### src/sv/fepi_pkg.sv
package fepi_pkg;

  // Number of rotation steps of the sine and cosine unit, clamped to the
  // length of the arctangent table.
  localparam int CORDIC_ITERATIONS = 16;
  localparam int CORDIC_STEPS = (CORDIC_ITERATIONS > 32) ? 32 : CORDIC_ITERATIONS;

  // Operand width of the bit-serial multiplier and its product width.
  localparam int MUL_W  = 33;
  localparam int PROD_W = 2 * MUL_W;

  // Dividend and divisor widths of the bit-serial divider.
  localparam int DIV_NUM_W = 64;
  localparam int DIV_DEN_W = 36;

  localparam int CFG_IDX_W = 8;

  // Angle constants in Q32.32 radians.
  localparam logic [35:0] TWO_PI_Q32  = 36'd26986075409;
  localparam logic [35:0] PI_Q32      = 36'd13493037705;
  localparam logic [35:0] HALF_PI_Q32 = 36'd6746518852;
  localparam logic [35:0] WRAP_Q32    = TWO_PI_Q32 - HALF_PI_Q32;

  localparam logic signed [33:0] CORDIC_GAIN_Q30 = 34'sd652032874;

  // Configuration register indexes.
  localparam logic [CFG_IDX_W-1:0] CFG_P_DIST        = 8'd0;
  localparam logic [CFG_IDX_W-1:0] CFG_OMEGA0        = 8'd1;
  localparam logic [CFG_IDX_W-1:0] CFG_AMPLITUDE     = 8'd2;
  localparam logic [CFG_IDX_W-1:0] CFG_KP_X          = 8'd3;
  localparam logic [CFG_IDX_W-1:0] CFG_KP_Y          = 8'd4;
  localparam logic [CFG_IDX_W-1:0] CFG_TI_X          = 8'd5;
  localparam logic [CFG_IDX_W-1:0] CFG_TI_Y          = 8'd6;
  localparam logic [CFG_IDX_W-1:0] CFG_SAMPLE_PERIOD = 8'd7;

  typedef struct packed {
    logic        [31:0] time_s;
    logic signed [31:0] pos_x;
    logic signed [31:0] pos_y;
    logic signed [31:0] heading;
  } in_item_t;

  typedef struct packed {
    logic signed [31:0] vel_x;
    logic signed [31:0] vel_y;
    logic signed [31:0] err_x;
    logic signed [31:0] err_y;
    logic signed [31:0] ref_x;
    logic signed [31:0] ref_y;
    logic signed [31:0] ref_px;
    logic signed [31:0] ref_py;
  } out_item_t;

  // Clamp a wide signed value to the signed 32-bit range.
  function automatic logic signed [31:0] sat32(input logic signed [65:0] v);
    logic [34:0] top;
    top = v[65:31];
    if (top == '0 || top == '1) begin
      sat32 = v[31:0];
    end else if (v[65]) begin
      sat32 = 32'sh8000_0000;
    end else begin
      sat32 = 32'sh7fff_ffff;
    end
  endfunction

  // atan(2^-i) in Q2.30.
  function automatic logic [31:0] atan_q30(input logic [4:0] idx);
    case (idx)
      5'd0:  atan_q30 = 32'd843314857;
      5'd1:  atan_q30 = 32'd497837829;
      5'd2:  atan_q30 = 32'd263043837;
      5'd3:  atan_q30 = 32'd133525159;
      5'd4:  atan_q30 = 32'd67021687;
      5'd5:  atan_q30 = 32'd33543516;
      5'd6:  atan_q30 = 32'd16775851;
      5'd7:  atan_q30 = 32'd8388437;
      5'd8:  atan_q30 = 32'd4194283;
      5'd9:  atan_q30 = 32'd2097149;
      5'd10: atan_q30 = 32'd1048576;
      5'd11: atan_q30 = 32'd524288;
      5'd12: atan_q30 = 32'd262144;
      5'd13: atan_q30 = 32'd131072;
      5'd14: atan_q30 = 32'd65536;
      5'd15: atan_q30 = 32'd32768;
      5'd16: atan_q30 = 32'd16384;
      5'd17: atan_q30 = 32'd8192;
      5'd18: atan_q30 = 32'd4096;
      5'd19: atan_q30 = 32'd2048;
      5'd20: atan_q30 = 32'd1024;
      5'd21: atan_q30 = 32'd512;
      5'd22: atan_q30 = 32'd256;
      5'd23: atan_q30 = 32'd128;
      5'd24: atan_q30 = 32'd64;
      5'd25: atan_q30 = 32'd32;
      5'd26: atan_q30 = 32'd16;
      5'd27: atan_q30 = 32'd8;
      5'd28: atan_q30 = 32'd4;
      5'd29: atan_q30 = 32'd2;
      5'd30: atan_q30 = 32'd1;
      default: atan_q30 = 32'd0;
    endcase
  endfunction

endpackage

### src/sv/fepi_if.sv
interface fepi_in_if;
  logic               valid;
  logic               ready;
  fepi_pkg::in_item_t data;
  modport source (output valid, output data, input ready);
  modport sink (input valid, input data, output ready);
endinterface

interface fepi_out_if;
  logic                valid;
  logic                ready;
  fepi_pkg::out_item_t data;
  modport source (output valid, output data, input ready);
  modport sink (input valid, input data, output ready);
endinterface

interface fepi_cfg_if;
  logic                               valid;
  logic                               ready;
  logic [fepi_pkg::CFG_IDX_W-1:0]     index;
  logic [31:0]                        data;
  modport source (output valid, output index, output data, input ready);
  modport sink (input valid, input index, input data, output ready);
endinterface

### src/sv/fepi_mul.sv
module fepi_mul (
  input  logic                                 clk,
  input  logic                                 rst_n,
  input  logic                                 start,
  input  logic signed [fepi_pkg::MUL_W-1:0]    a,
  input  logic signed [fepi_pkg::MUL_W-1:0]    b,
  output logic                                 done,
  output logic signed [fepi_pkg::PROD_W-1:0]   prod
);
  import fepi_pkg::*;

  // Shift-add multiplier, one bit of b per cycle; the top bit of b carries
  // negative weight, so the last step subtracts.
  localparam int CNT_W = $clog2(MUL_W);
  localparam logic [CNT_W-1:0] LAST = CNT_W'(MUL_W - 1);

  logic                busy_r, busy_nxt;
  logic                done_r, done_nxt;
  logic [CNT_W-1:0]    cnt_r, cnt_nxt;
  logic signed [MUL_W:0] hi_r, hi_nxt;
  logic [MUL_W-1:0]    lo_r, lo_nxt;
  logic signed [MUL_W:0] ext_a, addend, sum;

  always_comb begin
    ext_a  = (MUL_W + 1)'(a);
    addend = '0;
    if (lo_r[0]) begin
      addend = (cnt_r == LAST) ? -ext_a : ext_a;
    end
    sum      = hi_r + addend;
    busy_nxt = busy_r;
    done_nxt = 1'b0;
    cnt_nxt  = cnt_r;
    hi_nxt   = hi_r;
    lo_nxt   = lo_r;
    if (start) begin
      busy_nxt = 1'b1;
      cnt_nxt  = '0;
      hi_nxt   = '0;
      lo_nxt   = b;
    end else if (busy_r) begin
      hi_nxt  = {sum[MUL_W], sum[MUL_W:1]};
      lo_nxt  = {sum[0], lo_r[MUL_W-1:1]};
      cnt_nxt = cnt_r + 1'b1;
      if (cnt_r == LAST) begin
        busy_nxt = 1'b0;
        done_nxt = 1'b1;
      end
    end
  end

  always_ff @(posedge clk) begin
    if (!rst_n) begin
      busy_r <= 1'b0;
      done_r <= 1'b0;
      cnt_r  <= '0;
    end else begin
      busy_r <= busy_nxt;
      done_r <= done_nxt;
      cnt_r  <= cnt_nxt;
    end
  end

  always_ff @(posedge clk) begin
    hi_r <= hi_nxt;
    lo_r <= lo_nxt;
  end

  assign done = done_r;
  assign prod = {hi_r[MUL_W-1:0], lo_r};

endmodule

### src/sv/fepi_div.sv
module fepi_div (
  input  logic                               clk,
  input  logic                               rst_n,
  input  logic                               start,
  input  logic [fepi_pkg::DIV_NUM_W-1:0]     num,
  input  logic [fepi_pkg::DIV_DEN_W-1:0]     den,
  output logic                               done,
  output logic [fepi_pkg::DIV_NUM_W-1:0]     quot,
  output logic [fepi_pkg::DIV_DEN_W-1:0]     rem
);
  import fepi_pkg::*;

  // Restoring divider: one dividend bit enters the remainder per cycle.
  localparam int CNT_W = $clog2(DIV_NUM_W);
  localparam logic [CNT_W-1:0] LAST = CNT_W'(DIV_NUM_W - 1);

  logic                  busy_r, busy_nxt;
  logic                  done_r, done_nxt;
  logic [CNT_W-1:0]      cnt_r, cnt_nxt;
  logic [DIV_NUM_W-1:0]  q_r, q_nxt;
  logic [DIV_DEN_W-1:0]  rem_r, rem_nxt;
  logic [DIV_DEN_W:0]    shifted;
  logic [DIV_DEN_W+1:0]  trial;

  always_comb begin
    shifted  = {rem_r, q_r[DIV_NUM_W-1]};
    trial    = {1'b0, shifted} - {2'b00, den};
    busy_nxt = busy_r;
    done_nxt = 1'b0;
    cnt_nxt  = cnt_r;
    q_nxt    = q_r;
    rem_nxt  = rem_r;
    if (start) begin
      busy_nxt = 1'b1;
      cnt_nxt  = '0;
      q_nxt    = num;
      rem_nxt  = '0;
    end else if (busy_r) begin
      if (!trial[DIV_DEN_W+1]) begin
        rem_nxt = trial[DIV_DEN_W-1:0];
        q_nxt   = {q_r[DIV_NUM_W-2:0], 1'b1};
      end else begin
        rem_nxt = shifted[DIV_DEN_W-1:0];
        q_nxt   = {q_r[DIV_NUM_W-2:0], 1'b0};
      end
      cnt_nxt = cnt_r + 1'b1;
      if (cnt_r == LAST) begin
        busy_nxt = 1'b0;
        done_nxt = 1'b1;
      end
    end
  end

  always_ff @(posedge clk) begin
    if (!rst_n) begin
      busy_r <= 1'b0;
      done_r <= 1'b0;
      cnt_r  <= '0;
    end else begin
      busy_r <= busy_nxt;
      done_r <= done_nxt;
      cnt_r  <= cnt_nxt;
    end
  end

  always_ff @(posedge clk) begin
    q_r   <= q_nxt;
    rem_r <= rem_nxt;
  end

  assign done = done_r;
  assign quot = q_r;
  assign rem  = rem_r;

endmodule

### src/sv/figure_eight_pi_tracking_controller.sv
// One item is worked on at a time: a new input is taken only once the
// result of the last one is in the output register. Sixteen 33-step
// products in the shared bit-serial multiplier and four 64-step passes of
// the shared bit-serial divider make up nearly all of the work on an item.
// Reset (rst_n low, synchronous): configuration registers and integrators
// clear to zero, the block goes idle and the output channel empties.
module figure_eight_pi_tracking_controller (
  input logic        clk,
  input logic        rst_n,
  fepi_in_if.sink    in_if,
  fepi_out_if.source out_if,
  fepi_cfg_if.sink   cfg_if
);
  import fepi_pkg::*;

  // The controller is a sequencer over a short program. Each step uses
  // one shared resource: the serial multiplier, the serial divider (phase
  // reduction modulo 2pi and the integral gain quotient), the iterative
  // CORDIC, or a single saturating adder. Every step reads registers that
  // stay put until the step writes its own result.

  typedef enum logic [4:0] {
    ST_IDLE   = 5'b00001,
    ST_ISSUE  = 5'b00010,
    ST_WAIT   = 5'b00100,
    ST_CORDIC = 5'b01000,
    ST_FLUSH  = 5'b10000
  } state_t;

  typedef enum logic [1:0] {K_MUL, K_DIV, K_ROT, K_ALU} kind_t;

  typedef enum logic [5:0] {
    P_PHASE_MUL, P_PHASE_MOD, P_PHASE_ROT, P_HEAD_MOD, P_HEAD_ROT,
    P_AW, P_RX, P_RY, P_VXR, P_CC, P_SS, P_DSQ, P_VYR, P_OFFX, P_OFFY,
    P_RPX, P_RPY, P_MPX, P_MPY, P_EX, P_EY,
    P_PROPX, P_KTSX, P_KIX, P_IPX, P_INTX, P_UX, P_VX,
    P_PROPY, P_KTSY, P_KIY, P_IPY, P_INTY, P_UY, P_VY
  } step_t;

  localparam logic [4:0] LAST_IT = 5'(CORDIC_STEPS - 1);

  state_t state_r, state_nxt;
  step_t  pc_r, pc_nxt;
  kind_t  kind;
  logic   commit;

  // Configuration registers.
  logic signed [31:0] p_dist_r, omega0_r, amp_r, kpx_r, kpy_r;
  logic [30:0]        tix_r, tiy_r, ts_r;

  // Item and working registers.
  in_item_t           in_r;
  logic signed [63:0] ang_r;
  logic signed [31:0] s_r, c_r, hs_r, hc_r, aw_r, rx_r, ry_r, vxr_r, vyr_r;
  logic signed [31:0] cc_r, ss_r, offx_r, offy_r, rpx_r, rpy_r, mpx_r, mpy_r;
  logic signed [31:0] ex_r, ey_r, prop_r, ki_r, ip_r, u_r, vx_r, vy_r;
  logic signed [31:0] integ_x_r, integ_y_r;

  // CORDIC datapath.
  logic signed [33:0] cx_r, cy_r, cx_nxt, cy_nxt, sx, sy;
  logic signed [36:0] cz_r, cz_nxt, at;
  logic [4:0]         cit_r;
  logic               cneg_r;
  logic signed [33:0] cos_raw, sin_raw;
  logic signed [31:0] cos_q, sin_q;

  // Shared units.
  logic                      mul_start, mul_done, div_start, div_done;
  logic signed [MUL_W-1:0]   mul_a, mul_b;
  logic signed [PROD_W-1:0]  mul_prod;
  logic signed [31:0]        qm;
  logic signed [63:0]        div_sig;
  logic                      div_neg;
  logic [DIV_NUM_W-1:0]      div_mag, div_quot;
  logic [DIV_DEN_W-1:0]      div_den, div_rem;

  // Phase fold and integral gain.
  logic [35:0]        red;
  logic signed [36:0] red_s, fold;
  logic               fold_neg;
  logic signed [65:0] kiv;
  logic [30:0]        ti_sel;
  logic signed [31:0] ki_val;

  // Saturating adder.
  logic signed [31:0] alu_a, alu_b, alu_res;
  logic               alu_sub;
  logic signed [33:0] alu_sum;

  out_item_t out_r;
  logic      out_valid_r;

  fepi_mul u_mul (
    .clk   (clk),
    .rst_n (rst_n),
    .start (mul_start),
    .a     (mul_a),
    .b     (mul_b),
    .done  (mul_done),
    .prod  (mul_prod)
  );

  fepi_div u_div (
    .clk   (clk),
    .rst_n (rst_n),
    .start (div_start),
    .num   (div_mag),
    .den   (div_den),
    .done  (div_done),
    .quot  (div_quot),
    .rem   (div_rem)
  );

  // Operand selection for the current program step.
  always_comb begin
    kind    = K_ALU;
    mul_a   = '0;
    mul_b   = '0;
    div_sig = '0;
    div_den = TWO_PI_Q32;
    alu_a   = '0;
    alu_b   = '0;
    alu_sub = 1'b0;
    case (pc_r)
      P_PHASE_MUL: begin
        kind  = K_MUL;
        mul_a = MUL_W'(omega0_r);
        mul_b = {1'b0, in_r.time_s};
      end
      P_PHASE_MOD: begin
        kind    = K_DIV;
        div_sig = ang_r;
      end
      P_PHASE_ROT, P_HEAD_ROT: begin
        kind = K_ROT;
      end
      P_HEAD_MOD: begin
        kind    = K_DIV;
        div_sig = {{16{in_r.heading[31]}}, in_r.heading, 16'h0000};
      end
      P_AW: begin
        kind = K_MUL; mul_a = MUL_W'(amp_r); mul_b = MUL_W'(omega0_r);
      end
      P_RX: begin
        kind = K_MUL; mul_a = MUL_W'(amp_r); mul_b = MUL_W'(s_r);
      end
      P_RY: begin
        kind = K_MUL; mul_a = MUL_W'(rx_r); mul_b = MUL_W'(c_r);
      end
      P_VXR: begin
        kind = K_MUL; mul_a = MUL_W'(aw_r); mul_b = MUL_W'(c_r);
      end
      P_CC: begin
        kind = K_MUL; mul_a = MUL_W'(c_r); mul_b = MUL_W'(c_r);
      end
      P_SS: begin
        kind = K_MUL; mul_a = MUL_W'(s_r); mul_b = MUL_W'(s_r);
      end
      P_DSQ: begin
        alu_a = cc_r; alu_b = ss_r; alu_sub = 1'b1;
      end
      P_VYR: begin
        kind = K_MUL; mul_a = MUL_W'(aw_r); mul_b = MUL_W'(cc_r);
      end
      P_OFFX: begin
        kind = K_MUL; mul_a = MUL_W'(p_dist_r); mul_b = MUL_W'(hc_r);
      end
      P_OFFY: begin
        kind = K_MUL; mul_a = MUL_W'(p_dist_r); mul_b = MUL_W'(hs_r);
      end
      P_RPX: begin
        alu_a = rx_r; alu_b = offx_r;
      end
      P_RPY: begin
        alu_a = ry_r; alu_b = offy_r;
      end
      P_MPX: begin
        alu_a = in_r.pos_x; alu_b = offx_r;
      end
      P_MPY: begin
        alu_a = in_r.pos_y; alu_b = offy_r;
      end
      P_EX: begin
        alu_a = rpx_r; alu_b = mpx_r; alu_sub = 1'b1;
      end
      P_EY: begin
        alu_a = rpy_r; alu_b = mpy_r; alu_sub = 1'b1;
      end
      P_PROPX: begin
        kind = K_MUL; mul_a = MUL_W'(kpx_r); mul_b = MUL_W'(ex_r);
      end
      P_KTSX: begin
        kind = K_MUL; mul_a = MUL_W'(kpx_r); mul_b = {2'b00, ts_r};
      end
      P_KIX: begin
        kind = K_DIV; div_sig = ang_r; div_den = {5'b00000, tix_r};
      end
      P_IPX: begin
        kind = K_MUL; mul_a = MUL_W'(ki_r); mul_b = MUL_W'(ex_r);
      end
      P_INTX: begin
        alu_a = integ_x_r; alu_b = ip_r;
      end
      P_UX: begin
        alu_a = prop_r; alu_b = integ_x_r;
      end
      P_VX: begin
        alu_a = vxr_r; alu_b = u_r;
      end
      P_PROPY: begin
        kind = K_MUL; mul_a = MUL_W'(kpy_r); mul_b = MUL_W'(ey_r);
      end
      P_KTSY: begin
        kind = K_MUL; mul_a = MUL_W'(kpy_r); mul_b = {2'b00, ts_r};
      end
      P_KIY: begin
        kind = K_DIV; div_sig = ang_r; div_den = {5'b00000, tiy_r};
      end
      P_IPY: begin
        kind = K_MUL; mul_a = MUL_W'(ki_r); mul_b = MUL_W'(ey_r);
      end
      P_INTY: begin
        alu_a = integ_y_r; alu_b = ip_r;
      end
      P_UY: begin
        alu_a = prop_r; alu_b = integ_y_r;
      end
      P_VY: begin
        alu_a = vyr_r; alu_b = u_r;
      end
      default: begin
        kind = K_ALU;
      end
    endcase
  end

  // Unit results.
  always_comb begin
    div_neg = div_sig[63];
    div_mag = div_neg ? 64'(-div_sig) : 64'(div_sig);

    // Q16.16 product: drop 16 fraction bits rounding down, then clamp.
    qm = sat32(mul_prod >>> 16);

    alu_sum = alu_sub ? (34'(alu_a) - 34'(alu_b)) : (34'(alu_a) + 34'(alu_b));
    alu_res = sat32(66'(alu_sum));

    // Floor modulo 2pi, then fold into [-pi/2, pi/2]; a shift by pi
    // negates both sine and cosine.
    red   = (div_neg && div_rem != '0) ? (TWO_PI_Q32 - div_rem) : div_rem;
    red_s = $signed({1'b0, red});
    if (red <= HALF_PI_Q32) begin
      fold     = red_s;
      fold_neg = 1'b0;
    end else if (red < WRAP_Q32) begin
      fold     = red_s - $signed({1'b0, PI_Q32});
      fold_neg = 1'b1;
    end else begin
      fold     = red_s - $signed({1'b0, TWO_PI_Q32});
      fold_neg = 1'b0;
    end

    // Integral gain: the quotient truncates toward zero, then clamps.
    kiv    = div_neg ? -$signed({2'b00, div_quot}) : $signed({2'b00, div_quot});
    ti_sel = (pc_r == P_KIX) ? tix_r : tiy_r;
    ki_val = (ti_sel == '0) ? 32'sd0 : sat32(kiv);
  end

  // One CORDIC rotation per cycle; a zero residual angle counts as positive.
  always_comb begin
    sx = cy_r >>> cit_r;
    sy = cx_r >>> cit_r;
    at = $signed({5'b00000, atan_q30(cit_r)});
    if (!cz_r[36]) begin
      cx_nxt = cx_r - sx;
      cy_nxt = cy_r + sy;
      cz_nxt = cz_r - at;
    end else begin
      cx_nxt = cx_r + sx;
      cy_nxt = cy_r - sy;
      cz_nxt = cz_r + at;
    end
    cos_raw = cx_nxt >>> 14;
    sin_raw = cy_nxt >>> 14;
    cos_q   = sat32(66'(cneg_r ? -cos_raw : cos_raw));
    sin_q   = sat32(66'(cneg_r ? -sin_raw : sin_raw));
  end

  // Sequencer.
  always_comb begin
    state_nxt = state_r;
    pc_nxt    = pc_r;
    mul_start = 1'b0;
    div_start = 1'b0;
    commit    = 1'b0;
    case (state_r)
      ST_IDLE: begin
        if (in_if.valid) begin
          state_nxt = ST_ISSUE;
          pc_nxt    = P_PHASE_MUL;
        end
      end
      ST_ISSUE: begin
        case (kind)
          K_MUL: begin
            mul_start = 1'b1;
            state_nxt = ST_WAIT;
          end
          K_DIV: begin
            div_start = 1'b1;
            state_nxt = ST_WAIT;
          end
          K_ROT: begin
            state_nxt = ST_CORDIC;
          end
          K_ALU: begin
            commit = 1'b1;
          end
          default: begin
            commit = 1'b1;
          end
        endcase
      end
      ST_WAIT: begin
        if (mul_done || div_done) begin
          commit = 1'b1;
        end
      end
      ST_CORDIC: begin
        if (cit_r == LAST_IT) begin
          commit = 1'b1;
        end
      end
      ST_FLUSH: begin
        if (!out_valid_r || out_if.ready) begin
          state_nxt = ST_IDLE;
        end
      end
      default: begin
        state_nxt = ST_IDLE;
      end
    endcase
    if (commit) begin
      if (pc_r == P_VY) begin
        state_nxt = ST_FLUSH;
      end else begin
        pc_nxt    = step_t'(6'(pc_r + 6'd1));
        state_nxt = ST_ISSUE;
      end
    end
  end

  always_ff @(posedge clk) begin
    if (!rst_n) begin
      state_r <= ST_IDLE;
      pc_r    <= P_PHASE_MUL;
    end else begin
      state_r <= state_nxt;
      pc_r    <= pc_nxt;
    end
  end

  // Configuration writes; indexes past the list are dropped.
  always_ff @(posedge clk) begin
    if (!rst_n) begin
      p_dist_r <= '0;
      omega0_r <= '0;
      amp_r    <= '0;
      kpx_r    <= '0;
      kpy_r    <= '0;
      tix_r    <= '0;
      tiy_r    <= '0;
      ts_r     <= '0;
    end else if (cfg_if.valid) begin
      case (cfg_if.index)
        CFG_P_DIST:        p_dist_r <= cfg_if.data;
        CFG_OMEGA0:        omega0_r <= cfg_if.data;
        CFG_AMPLITUDE:     amp_r    <= cfg_if.data;
        CFG_KP_X:          kpx_r    <= cfg_if.data;
        CFG_KP_Y:          kpy_r    <= cfg_if.data;
        CFG_TI_X:          tix_r    <= cfg_if.data[30:0];
        CFG_TI_Y:          tiy_r    <= cfg_if.data[30:0];
        CFG_SAMPLE_PERIOD: ts_r     <= cfg_if.data[30:0];
        default: begin
        end
      endcase
    end
  end

  // Integrators, cleared by reset and updated once per item and axis.
  always_ff @(posedge clk) begin
    if (!rst_n) begin
      integ_x_r <= '0;
      integ_y_r <= '0;
    end else if (commit && pc_r == P_INTX) begin
      integ_x_r <= alu_res;
    end else if (commit && pc_r == P_INTY) begin
      integ_y_r <= alu_res;
    end
  end

  // Working registers.
  always_ff @(posedge clk) begin
    if (state_r == ST_IDLE && in_if.valid) begin
      in_r <= in_if.data;
    end
    if (commit) begin
      case (pc_r)
        P_PHASE_MUL: ang_r  <= mul_prod[63:0];
        P_PHASE_ROT: begin
          s_r <= sin_q;
          c_r <= cos_q;
        end
        P_HEAD_ROT: begin
          hs_r <= sin_q;
          hc_r <= cos_q;
        end
        P_AW:    aw_r   <= qm;
        P_RX:    rx_r   <= qm;
        P_RY:    ry_r   <= qm;
        P_VXR:   vxr_r  <= qm;
        P_CC:    cc_r   <= qm;
        P_SS:    ss_r   <= qm;
        P_DSQ:   cc_r   <= alu_res;
        P_VYR:   vyr_r  <= qm;
        P_OFFX:  offx_r <= qm;
        P_OFFY:  offy_r <= qm;
        P_RPX:   rpx_r  <= alu_res;
        P_RPY:   rpy_r  <= alu_res;
        P_MPX:   mpx_r  <= alu_res;
        P_MPY:   mpy_r  <= alu_res;
        P_EX:    ex_r   <= alu_res;
        P_EY:    ey_r   <= alu_res;
        P_PROPX, P_PROPY: prop_r <= qm;
        P_KTSX, P_KTSY:   ang_r  <= mul_prod[63:0];
        P_KIX, P_KIY:     ki_r   <= ki_val;
        P_IPX, P_IPY:     ip_r   <= qm;
        P_UX, P_UY:       u_r    <= alu_res;
        P_VX:    vx_r   <= alu_res;
        P_VY:    vy_r   <= alu_res;
        default: begin
        end
      endcase
    end
  end

  // CORDIC registers: loaded when a phase reduction completes.
  always_ff @(posedge clk) begin
    if (state_r == ST_CORDIC) begin
      cx_r  <= cx_nxt;
      cy_r  <= cy_nxt;
      cz_r  <= cz_nxt;
      cit_r <= cit_r + 1'b1;
    end else if (commit && (pc_r == P_PHASE_MOD || pc_r == P_HEAD_MOD)) begin
      cx_r   <= CORDIC_GAIN_Q30;
      cy_r   <= '0;
      cz_r   <= fold >>> 2;
      cneg_r <= fold_neg;
      cit_r  <= '0;
    end
  end

  // Output register: holds a result until the sink takes it.
  always_ff @(posedge clk) begin
    if (!rst_n) begin
      out_valid_r <= 1'b0;
    end else if (state_r == ST_FLUSH && (!out_valid_r || out_if.ready)) begin
      out_valid_r <= 1'b1;
    end else if (out_if.ready) begin
      out_valid_r <= 1'b0;
    end
  end

  always_ff @(posedge clk) begin
    if (state_r == ST_FLUSH && (!out_valid_r || out_if.ready)) begin
      out_r.vel_x  <= vx_r;
      out_r.vel_y  <= vy_r;
      out_r.err_x  <= ex_r;
      out_r.err_y  <= ey_r;
      out_r.ref_x  <= rx_r;
      out_r.ref_y  <= ry_r;
      out_r.ref_px <= rpx_r;
      out_r.ref_py <= rpy_r;
    end
  end

  assign in_if.ready  = (state_r == ST_IDLE);
  assign out_if.valid = out_valid_r;
  assign out_if.data  = out_r;
  assign cfg_if.ready = 1'b1;

endmodule

### src/flat_wrapper.sv
// flat-port wrapper written by rule: the top's interface ports become plain ports
module figure_eight_pi_tracking_controller_flat import fepi_pkg::*;
  (clk, rst_n, in_if_valid, in_if_data, in_if_ready, out_if_valid, out_if_data, out_if_ready, cfg_if_valid, cfg_if_index, cfg_if_data, cfg_if_ready);
  fepi_in_if in_if_i ();
  fepi_out_if out_if_i ();
  fepi_cfg_if cfg_if_i ();
  input logic clk;
  input logic rst_n;
  input wire logic [$bits(in_if_i.valid)-1:0] in_if_valid;
  input wire logic [$bits(in_if_i.data)-1:0] in_if_data;
  output wire logic [$bits(in_if_i.ready)-1:0] in_if_ready;
  output wire logic [$bits(out_if_i.valid)-1:0] out_if_valid;
  output wire logic [$bits(out_if_i.data)-1:0] out_if_data;
  input wire logic [$bits(out_if_i.ready)-1:0] out_if_ready;
  input wire logic [$bits(cfg_if_i.valid)-1:0] cfg_if_valid;
  input wire logic [$bits(cfg_if_i.index)-1:0] cfg_if_index;
  input wire logic [$bits(cfg_if_i.data)-1:0] cfg_if_data;
  output wire logic [$bits(cfg_if_i.ready)-1:0] cfg_if_ready;
  assign in_if_i.valid = in_if_valid;
  assign in_if_i.data = in_if_data;
  assign in_if_ready = in_if_i.ready;
  assign out_if_valid = out_if_i.valid;
  assign out_if_data = out_if_i.data;
  assign out_if_i.ready = out_if_ready;
  assign cfg_if_i.valid = cfg_if_valid;
  assign cfg_if_i.index = cfg_if_index;
  assign cfg_if_i.data = cfg_if_data;
  assign cfg_if_ready = cfg_if_i.ready;
  figure_eight_pi_tracking_controller u_core (.clk(clk), .rst_n(rst_n), .in_if(in_if_i), .out_if(out_if_i), .cfg_if(cfg_if_i));
endmodule
### config.mk
export PLATFORM = sky130hd
export DESIGN_NAME = figure_eight_pi_tracking_controller_flat
export DESIGN_NICKNAME = d
export VERILOG_FILES = /design/src/sv/fepi_pkg.sv /design/src/sv/fepi_if.sv /design/src/sv/fepi_mul.sv /design/src/sv/fepi_div.sv /design/src/sv/figure_eight_pi_tracking_controller.sv /design/src/flat_wrapper.sv
export SDC_FILE = /design/constraint.sdc
export NUM_CORES = 2
export LEC_CHECK = 0
export BUFFER_PORTS_ARGS = -buffer_cell sky130_fd_sc_hd__buf_4
export CORE_ASPECT_RATIO = 1.4
export CORE_MARGIN = 5
export CORE_UTILIZATION = 25
export DETAILED_ROUTE_END_ITERATION = 16
export PLACE_DENSITY = 0.44
export SYNTH_ARGS = -nofsm -noshare
export SYNTH_HDL_FRONTEND = slang
export SYNTH_HIERARCHICAL = 1
export SYNTH_SLANG_ARGS = --single-unit
### constraint.sdc
create_clock -name clk -period 14.97 [get_ports clk]
set_clock_uncertainty 0.2 [all_clocks]
set_input_delay 2.2455 -clock clk [delete_from_list [all_inputs] [get_ports clk]]
set_output_delay 2.2455 -clock clk [all_outputs]
set_load 0.05 [all_outputs]
# Yosys cells after proc, flatten, opt, wreduce, memory -nomap -nowiden
# Memory sizes are Yosys's and may differ from the RTL's. A register that Yosys moved wholly into a read port is not among the register bits.
# Index checks and enable logic that the tools add are counted.
# totals
romBits	960
inputBits	173
memories	1
ramBits	0
out_inout_bits	259
elab_cells	331
latch_bits	0
register_bits	1870
# memory_table
memory	words	word_bits	rd	rd_ports_with_merged_regs	write_ports	line	text
(name not given)	32	30	1	1	0	fepi_pkg.sv:69	case (idx)
# op_classes
bitwise	5
n_div	0
order_cmp	2
n_mux	77
multipliers	0
n_reduce_logical	95
n_addsub	22
eq_ne	61
shift	2
# op_table
operator	count
$pmux W33 S10	2
$pmux W32 S12	1
$mux W32	10
$mux W34	9
$pmux W32 S9	1
$mux W66	3
$mux W64	3
$mux W37	5
$eq A35 B35 Y1 const B	5
$logic_not A35 Y1	5
$neg A20 Y66	2
$pmux W64 S2	1
$eq A6 B5 Y1 const B	16
$mux W36	2
$pmux W35 S2	1
$add A34 B34 Y34	2
$reduce_and A2 Y1	34
$sshr A34 B5 Y34	2
$sub A34 B34 Y34	2
$mux W33	2
$neg A64 Y66	1
$neg A64 Y64	1
$pmux W32 S2	1
$eq A6 B4 Y1 const B	8
other kinds (54)	145

# Depth between registers and ports, before layout
# depth
word_depth	10
depth_mapped	45
depth_no_buf	35

# By module
# The synthesis kept the hierarchy.
# by_module_without_submodules
mod	seq_area_each_um2	area_each_um2	instances	cells_each
figure_eight_pi_tracking_controller	47996.0	88766.4	1	8160
fepi_div	2802.7	6620.1	1	651
fepi_mul	1811.7	5695.5	1	638

# Worst setup path before layout
# No wires, ideal clock.
# synth_timing
kind	in2reg
from	input out_if_ready
to	register u_core.out_r (netlist bit u_core/out_if.data[0]) (enable)
path_slack_ps	-790
t_arrival_ps	14601
setup_time_ps	959
path_buffers	0
stages	2
t_required_ps	13811
cell_sequence	inv_1 -> a21oi_1
# synth_via
elab_chain_len	2
# synth_lines
element	line	text
from (decl)	flat_wrapper.sv:14	input wire logic [$bits(out_if_i.ready)-1:0] out_if_ready;
$logic_or A1 B1 Y1	figure_eight_pi_tracking_controller.sv:475	if (state_r == ST_FLUSH && (!out_valid_r || out_if.ready)) begin
$logic_and A1 B1 Y1	figure_eight_pi_tracking_controller.sv:475	
to (decl)	figure_eight_pi_tracking_controller.sv:90	out_item_t out_r;
# Every way passes these cells.
# A chain may end at the register's enable or synchronous reset.

# Worst setup path in the final report
# layout_timing
from	register u_core.cit_r[1]
to	register u_core.hs_r[4], data pin
# layout_via
elab_chain_len	8
elab_cells_between_ends	11
classes_between	add/sub: 3; eq/ne: 1; shift: 1; mux: 4; reduce/logical: 2
# layout_lines
element	line	text
from (decl)	figure_eight_pi_tracking_controller.sv:62	logic [4:0] cit_r;
from (signal assigned)	figure_eight_pi_tracking_controller.sv:453	cit_r <= cit_r + 1'b1;
$sshr A34 B5 Y34 *	figure_eight_pi_tracking_controller.sv:272	sy = cx_r >>> cit_r;
$add A34 B34 Y34 or $sub A34 B34 Y34 (tied branches)	figure_eight_pi_tracking_controller.sv:276, figure_eight_pi_tracking_controller.sv:280	
$mux W34 *	figure_eight_pi_tracking_controller.sv:274	if (!cz_r[36]) begin
$neg A20 Y66	figure_eight_pi_tracking_controller.sv:286	sin_q = sat32(66'(cneg_r ? -sin_raw : sin_raw));
$mux W66 *	figure_eight_pi_tracking_controller.sv:286	
$eq A35 B35 Y1 or $logic_not A35 Y1 (tied branches)	fepi_pkg.sv:58	if (top == '0 || top == '1) begin
$logic_or A1 B1 Y1	fepi_pkg.sv:58	
$mux W32 *	fepi_pkg.sv:58	
net u_core.sin_q[4]	figure_eight_pi_tracking_controller.sv:65	logic signed [31:0] cos_q, sin_q;
to (signal assigned)	figure_eight_pi_tracking_controller.sv:415	hs_r <= sin_q;
to (decl)	figure_eight_pi_tracking_controller.sv:54	logic signed [31:0] s_r, c_r, hs_r, hc_r, aw_r, rx_r, ry_r, vxr_r, vyr_r;
# Mark *: on every way through the listed nets, which the timed path passes. The rest lies on a longest branch.

==> results.json <==
{
  "status": "complete, no violations",
  "yosys-top-cells-area": "edfxtp_1 43%, dfxtp_1 8.8%, nand2_1 4.0%",
  "start_kind": "flip-flop",
  "crit_path_end_kind": "flip-flop",
  "cts_hold_buf": 0,
  "gp_congestion": 0.926,
  "synth_top_area_frac": 0.433,
  "dr_total_vias": 83300,
  "antenna_found_initial": 65,
  "max_slew_margin": 0.0865,
  "dr.pass1.iters": 7,
  "final_hold_viol_count": 0,
  "maxCapViolCount": 0,
  "cts_buffer_depth": 4,
  "p_sw_mw": 3.20,
  "cp.required_ns": 15.23,
  "synth_flop_cell": "edfxtp_1",
  "via_per_inst": 5.50,
  "synth-edff-count": 1456,
  "comb_power_share": 0.082,
  "final_util": 0.290,
  "start_util": 0.251,
  "swShare": 0.263,
  "synth.cell_area_mm2": 0.101,
  "hold_class": "reg2reg",
  "ys_types": 118,
  "p_clk_frac": 0.425,
  "ios": 432,
  "die_w_um": 547,
  "dieArea_mm2": 0.417,
  "clk_latency_ns": 0.97,
  "grt_overflow": 0,
  "finalSetupViolations": 0,
  "grt_pass1_vias": 80500,
  "slew_violations": 0,
  "drive_above_1_share": 0.140,
  "drt-initial-drc-count": 9680,
  "ant_nets": 0,
  "p_leak_nw": 40.7,
  "dp_hpwl_mm": 345,
  "nNetsFinal": 10100,
  "num_rows": 276,
  "async_flop_share": 0,
  "worstPathMaxFanout": 76,
  "fin_ws_ns": 3.24,
  "p_int_mw": 8.97,
  "clk_pin_slew_worst_paths_ns": 0.06,
  "final.min_clock_period_ns": 11.73,
  "yosys.area.top_type": "edfxtp_1",
  "cpMaxStageDelayCell": "buf_4",
  "routed_wl_mm": 474,
  "core_area_mm2": 0.403,
  "syn_to_final_growth_pct": 15.8,
  "route.detailed.drc": 0,
  "ir_drop_v": 0.0000985,
  "worstMarginPinSlew_ns": 1.37,
  "p_seq_frac": 0.493,
  "cts.sinks": 1900,
  "grt_usage": 0.216,
  "min_period_over_period": 0.784,
  "cts_buffers": 208,
  "place_ws_ns": 3.34,
  "htree_levels": 4,
  "syn_avg_cell_area_um2": 10.7,
  "post_cts_buffers": 0,
  "yosys-top-cells-count": "1,456 x edfxtp_1, 1,070 x nand2_1, 603 x nor2_1",
  "path_delay_family": "simple AND/OR/NAND/NOR gates",
  "fin_setup_tns_ns": 0,
  "grt_max_degree": 122,
  "fmax_ghz": 0.0852,
  "critPathBufInv": 2,
  "seq_area_frac_synth": 0.520,
  "max_stage_delay_ns": 0.76,
  "cts_tree": "yes",
  "synth.most_common_cell": "edfxtp_1",
  "power_density_mw_per_mm2": 104,
  "yosysWarnings": 6,
  "syn_inst": 9449,
  "rsz0062_at_grt": "false",
  "synth_seq_cells": 1900,
  "portBuffers": 430,
  "cts_resized": 0,
  "arrival_ns": 11.99,
  "crit_type": "reg2reg",
  "die_h_um": 762,
  "grt_pass1_wl_mm": 650,
  "wl_per_cell_um": 31.3,
  "cts-root-buf": "clkbuf_16"
}
-- flip-flops by register name, summed over array words and instances, names as in the netlist, 33 cells and up --
signal,cells
u_core/out_if.data,256
u_core/in_r,128
u_core/ang_r,64
u_core/u_div/quot,64
u_core/cz_r,37
u_core/u_div/rem,36
u_core/cx_r,34
u_core/cy_r,34
u_core/u_mul/hi_r,33
u_core/u_mul/lo_r,33
-- routing by layer --
metal	vias to the layer above	GRT usage	part of all wire
met5	-	0	0.00038
met4	28	0.104	0.058
met1	42100	0.270	0.39
met3	817	0.0392	0.078
li1	36300	-	-
met2	4033	0.361	0.47
-- metrics by stage --
step                      cell area (um2)  power, mW  instances  hold slack, ns
after detailed placement           110000       7.07      14800           0.205
after floorplan                    101000       6.44       9451           0.200
final                              117000       12.2      15100           0.215
after CTS                          117000       12.2      15100           0.207
after global placement             110000       7.07      14800           0.203
after global routing               117000       12.5      15100           0.221
-- power by group through the flow --
stage | Sequential [mW] | Clock [mW] | Combinational (mW)
after global placement | 6.11 | 0 | 0.954
final | 6.00 | 5.17 | 1.00
after detailed placement | 6.11 | 0 | 0.956
after CTS | 6.00 | 5.29 | 0.958
after global routing | 6.00 | 5.48 | 0.985
after floorplan | 6.07 | 0 | 0.371
-- worst reg2reg max path, cell delays in order (launching register included) --
cell	delay, ns
edfxtp_1	0.32
buf_4	0.76
buf_4	0.62
mux4_2	0.46
mux4_2	0.49
a221o_1	0.41
nor3_1	0.22
o21ai_1	0.18
nor4b_2	0.40
and2_1	0.30
nor2_1	0.08
xor2_1	0.18
ha_1	0.39
a21oi_1	0.28
o21ai_0	0.32
and4_1	0.35
or3_1	0.47
xnor2_1	0.45
o2111ai_1	0.37
nor4b_1	0.64
nand2_1	0.23
nor2_1	0.54
nand2_1	0.11
ha_1	0.24
or4_1	0.53
nor3_1	0.61
a21o_1	0.76
o221ai_1	0.45
-- layout make-up --
class	instances	area, um2
Sequential cell	1900	52600
Timing Repair Buffer	636	4810
Multi-Input combinational cell	6715	45600
Clock inverter	108	1030
Antenna cell	13	32.5
Tap cell	5282	6610
Inverter	217	825
Fill cell	41600	286000
Clock buffer	267	5570
-- placed cells by master (no fill, tap or decap), types with 81 or more instances in the layout --
master / instances
edfxtp_1: 1456
nand2_1: 1069
buf_4: 633
nor2_1: 579
a21oi_1: 514
dfxtp_1: 443
o21ai_0: 370
a22oi_1: 309
a21boi_0: 286
ha_1: 275
xnor2_1: 252
xor2_1: 224
inv_1: 212
clkbuf_16: 210
nand3_1: 184
and3_1: 163
mux2_2: 158
a22o_1: 156
nor3_1: 149
nand4_1: 136
a221oi_1: 128
a21o_1: 122
mux2i_1: 114
and2_1: 95
nor4_1: 86
a31oi_1: 86
a211oi_1: 81
-- final timing paths --
| kind | slack (ns) | end | startpoint | depth (start not counted) |
|---|---|---|---|---|
| worst max-delay path | 3.24 | u_core/hs_r[4] | u_core/cit_r[1] | 27 |
| worst min-delay path | 0.22 | u_core/out_if.data[193] | u_core/vy_r[1] | 0 |
| worst max register to register | 3.24 | u_core/hs_r[4] | u_core/cit_r[1] | 27 |
| worst min register to register | 0.22 | u_core/out_if.data[193] | u_core/vy_r[1] | 0 |
-- logic make-up after synthesis --
group                    count (synthesis)  synth area share
AND/OR/NAND/NOR                       2928             0.140
AO/OA/AOI/OAI                         2678             0.185
flip-flops                            1900             0.520
buffers and inverters                  836            0.0336
XOR/XNOR                               478            0.0414
multiplexers                           336            0.0430
adder cells (fa/ha/maj)                291            0.0362
other                                    2         0.0000743
Power figures use the tool's default switching activity.
